===== config.mk =====
export PLATFORM = sky130hd
export DESIGN_NAME = fcw_ctrl
export DESIGN_NICKNAME = d
export VERILOG_FILES = /design/src/hw/rtl/fcw_pkg.sv /design/src/hw/rtl/fcw_ctrl.sv
export SDC_FILE = /design/constraint.sdc
export NUM_CORES = 1
export LEC_CHECK = 0
export BUFFER_PORTS_ARGS = -buffer_cell sky130_fd_sc_hd__buf_2
export CAP_MARGIN = 20
export CORE_AREA = 4 4 41 43
export CTS_CLUSTER_DIAMETER = 120
export DETAILED_ROUTE_END_ITERATION = 10
export DIE_AREA = 0 0 45 47
export GPL_TIMING_DRIVEN = 0
export MAX_ROUTING_LAYER = met4
export PLACE_DENSITY = 0.46
export REMOVE_ABC_BUFFERS = 1
export SYNTH_ARGS = -nofsm -noshare
export SYNTH_HDL_FRONTEND = slang
export SYNTH_SLANG_ARGS = --single-unit

===== constraint.sdc =====
create_clock -name clock -period 1.6 [get_ports clock]
set_input_delay 0.16 -clock clock [delete_from_list [all_inputs] [get_ports clock]]
set_output_delay 0.16 -clock clock [all_outputs]
set_load 0.005 [all_outputs]

===== src/hw/rtl/fcw_pkg.sv =====
// ----------------------------------------------------------------------------
// fcw_pkg
// Types and constants shared by the FAT12 cluster chain walker modules.
// ----------------------------------------------------------------------------
`timescale 1ns / 1ps

package fcw_pkg;

   // Request function codes
   localparam logic [1:0] FUNC_LOAD    = 2'd0;
   localparam logic [1:0] FUNC_OPEN    = 2'd1;
   localparam logic [1:0] FUNC_ADVANCE = 2'd2;
   localparam logic [1:0] FUNC_UNUSED  = 2'd3;

   // Register indexes
   localparam logic [1:0] CSR_DATA_START = 2'd0;
   localparam logic [1:0] CSR_SPC        = 2'd1;

   // FAT12 constants
   localparam logic [11:0] ENTRY_MASK       = 12'hFFF;
   localparam logic [11:0] END_MARK         = 12'hFF8;
   localparam int          BYTES_PER_SECTOR = 512;
   localparam logic [7:0]  MAX_SPC          = 8'd128;
   localparam int          OFF_W            = 13;

   typedef struct packed {
      logic [1:0]  func;
      logic [12:0] fat_address;
      logic [7:0]  fat_byte;
      logic        linear;
      logic [11:0] first_cluster;
      logic [31:0] start_lba;
   } req_payload_type;

   typedef struct packed {
      logic [31:0] lba;
      logic        end_of_chain;
      logic [11:0] cluster;
   } rsp_payload_type;

   typedef enum logic [2:0] {
      ST_IDLE,
      ST_REDUCE,
      ST_NEXT,
      ST_PRODUCT,
      ST_EMIT
   } ctrl_state_type;

   // Controller to datapath
   typedef struct packed {
      logic apply;       // take the request at the port
      logic reduce;      // subtract the store size from the table offset
      logic mem_read;    // read both table bytes
      logic take_next;   // load the next cluster from the read bytes
      logic product;     // register the cluster offset times sector count product
      logic emit;        // load the response register
   } ctrl_cmd_type;

   // Datapath to controller
   typedef struct packed {
      logic [1:0] func;
      logic       wrap;      // an advance here needs a table lookup
      logic       off_low;   // table offset is inside the store
      logic       rsp_free;  // response register can take a new response
   } dp_status_type;

   // FAT12 packs each entry into one and a half bytes
   function automatic logic [11:0] entry_select(input logic [15:0] word, input logic odd);
      logic [11:0] ent;
      ent = odd ? word[15:4] : (word[11:0] & ENTRY_MASK);
      return ent;
   endfunction

endpackage


===== src/hw/rtl/fcw_ctrl.sv =====
// ----------------------------------------------------------------------------
// fcw_ctrl
// Sequencer for the chain walker: takes requests, steps the table lookup,
// the LBA product and the response load.
// ----------------------------------------------------------------------------
`timescale 1ns / 1ps

module fcw_ctrl
   import fcw_pkg::*;
(
   input  logic          clock,
   input  logic          reset,
   input  logic          req_valid,
   output logic          req_stall,
   input  dp_status_type status,
   output ctrl_cmd_type  cmd
);

   ctrl_state_type state_ff, state_in;

   // Hold state
   always_ff @(posedge clock) begin
      if (reset) begin
         state_ff <= ST_IDLE;
      end else begin
         state_ff <= state_in;
      end
   end

   // Next state
   always_comb begin
      state_in = state_ff;
      case (state_ff)
         ST_IDLE: begin
            if (req_valid) begin
               case (status.func)
                  FUNC_OPEN:    state_in = ST_PRODUCT;
                  FUNC_ADVANCE: state_in = status.wrap ? ST_REDUCE : ST_PRODUCT;
                  default:      state_in = ST_IDLE;
               endcase
            end
         end
         ST_REDUCE: begin
            if (status.off_low) begin
               state_in = ST_NEXT;
            end
         end
         ST_NEXT:    state_in = ST_PRODUCT;
         ST_PRODUCT: state_in = ST_EMIT;
         ST_EMIT: begin
            if (status.rsp_free) begin
               state_in = ST_IDLE;
            end
         end
         default: state_in = ST_IDLE;
      endcase
   end

   // Outputs
   always_comb begin
      cmd       = '0;
      req_stall = 1'b1;
      case (state_ff)
         ST_IDLE: begin
            req_stall = 1'b0;
            cmd.apply = req_valid;
         end
         ST_REDUCE: begin
            cmd.reduce   = !status.off_low;
            cmd.mem_read = status.off_low;
         end
         ST_NEXT:    cmd.take_next = 1'b1;
         ST_PRODUCT: cmd.product   = 1'b1;
         ST_EMIT:    cmd.emit      = status.rsp_free;
         default: begin
            cmd = '0;
         end
      endcase
   end

endmodule


==> metrics <==
worst setup margin=around 190 ps; postcts setup bufs=0; Worst Setup EP=cmd[4]; fmax=708 MHz; post-DR vias/cell=4.64; die area=2120 sq um; GRT Residual Overflow=0; Mapped Cells=38; CTS Buffer Depth=2; TritonCTS clock tree=built; Initial Util=24.8%; detailed-route wire length=679 microns; initial antenna violation count=0; Ports=15; Pins Over Slew Limit=0; dpl ws=412 ps; Largest regs=state_ff: 3 flops; top cells by area, synth=dfxtp_1 (19%), buf_6 (10%), ha_1 (7.8%); largest net degree at the start of global routing=14; Core Area=1300 sq um; max-cap violations=0; Cell Area, Synth=about 320 sq um; Seq/Total Area, Yosys=18.6%; Synth top area share=18.6%; Pwr Density=roughly 970 nW/um^2; Setup crit end kind=output pin; crit path from=state_ff[0]$_SDFFE_PP0P_; Die X-Extent=45 microns; # rows=13; most frequent cells in the layout=buf_2 (14), inv_1 (4), nor3_1 (3), clkbuf_4 (3), dfxtp_1 (3); Tightest Hold Check Type=input port to flop; Via Count=311; CTS Sinks=3; post-CTS sizing=0; VDD IR-drop max=0.510 mV; final setup fails=0; hold_buf cts=0; setup TNS=0 ps; Yosys warning count=0; R2R Path End=state_ff[1]$_SDFFE_PP0P_; crit-path max FO=13; Die Y=47 microns; First-pass DRT Iterations=2; share of cells above drive strength 1=40.4%; worst slew pin tran=453 ps; Post-Route Skew=2.03 ps; Worst EP required=1440 ps; H-tree depth=1; # DRC=0; min cycle time layout=1410 ps; worst r2r src=state_ff[0]$_SDFFE_PP0P_; #FFs+latches synth=3; TritonCTS buffer count=3; synth unique cells=23; Max-slew headroom=between 60% and 70%; clock root cell=clkbuf_4; LEAKAGE=0.210 nW; status=finished, final reports clean; Layout area overhead=22.9%; Port-buffer cells=14; RD Place Congestion=0.666; global-route wire length before repair=~1100 microns; r2r setup slk=430 ps; final-stage net count=63; clock transition at the registers of the reported paths=40 ps; RSZ-0062 raised after global routing=false; DRT iter0 DRCs=3; WP data arrival=1250 ps; vias in the first global route=284; Setup crit start kind=flop; Hold Fails Final Rpt=0; post-route ant nets=0; WL per Instance=10.1 microns; Worst Reg-to-Reg Cells=3; area leader, netlist=dfxtp_1; syn avg cell area=~8.5 sq um; Tcrit/Tclk final=about nine tenths; worst setup path class=flop to output pin; number of flip-flops in the largest register=3; # diodes=0; Top reg by flops=state_ff; Clock Latency Late Sink=230 ps; commonest non-fill, non-tap cell in the layout=buf_2; Global Route Usage Sum=7.82%
-- cell families (layout without fill, tap and decap cells) --
kind of cell             Yosys count  count (layout)  synth area share (%)
AO/OA/AOI/OAI                      9               9                  20.2
adder cells (fa/ha/maj)            2               2                  7.75
buffers and inverters              8              22                  17.4
flip-flops                         3               3                  18.6
AND/OR/NAND/NOR                   16              16                  36.1
-- worst min path at each step --
stage / start / to / slack, ps / cells past startpoint
floorplan: reset / state_ff[2]$_SDFFE_PP0P_ / 230 / 1
global placement: reset / state_ff[2]$_SDFFE_PP0P_ / 360 / 2
detailed placement: reset / state_ff[2]$_SDFFE_PP0P_ / 340 / 2
CTS: reset / state_ff[2]$_SDFFE_PP0P_ / 90 / 2
global route: reset / state_ff[2]$_SDFFE_PP0P_ / 100 / 2
finish: reset / state_ff[2]$_SDFFE_PP0P_ / 100 / 2
-- cell type report --
cell class,instances,area (sq um)
Clock buffer,4,26.3
Fill cell,159,905
Inverter,4,15.0
Multi-Input combinational cell,27,206
Sequential cell,3,60.1
Tap cell,15,18.8
Timing Repair Buffer,14,70.1
-- power breakdown --
part | internal [W] | switching (W) | leakage, nW
Sequential | 0.0000875 | 0.0000388 | 0.0247
Combinational | 0.0000730 | 0.0000503 | 0.171
Clock | 0.0000937 | 0.0000424 | 0.0150
Total | 0.000254 | 0.000131 | 0.210
-- per-stage QoR --
step	hold WS, ps	area, sq um	util [%]	power, W	instances
global placement	355	370	28.5	0.000252	63
detailed placement	341	370	28.5	0.000255	63
finish	103	397	30.5	0.000386	67
CTS	90.9	397	30.5	0.000399	67
floorplan	226	282	-	0.000200	34
global route	100	397	30.5	0.000420	67
-- critical path, stage by stage (launching register included) --
cell and delay, ps:
dfxtp_1 590, nor4b_1 270, buf_2 160
-- Yosys cell counts --
library cell  count
buf_6             3
nand2_1           2
or3_1             1
nor3_1            3
nor4b_1           1
or2b_1            1
nand2b_4          1
buf_4             1
o21a_1            1
and3b_2           1
nand3b_4          1
and3_1            1
dfxtp_1           3
nor2_1            2
a221oi_2          1
nand2b_1          1
inv_1             4
a211oi_1          2
o211ai_1          1
o21ai_0           2
ha_1              2
a21oi_1           2
nor3b_1           1
-- routing by layer --
| metal | GRT usage, % | vias to the layer above | part of all wire [%] |
|---|---|---|---|
| met5 | - | - | 0 |
| met4 | 3.51 | 0 | 0 |
| met3 | 4.60 | 0 | 7.7 |
| met2 | 12.7 | 10 | 47 |
| met1 | 7.48 | 140 | 45 |
| li1 | - | 161 | - |
Power figures use the tool's default switching activity.
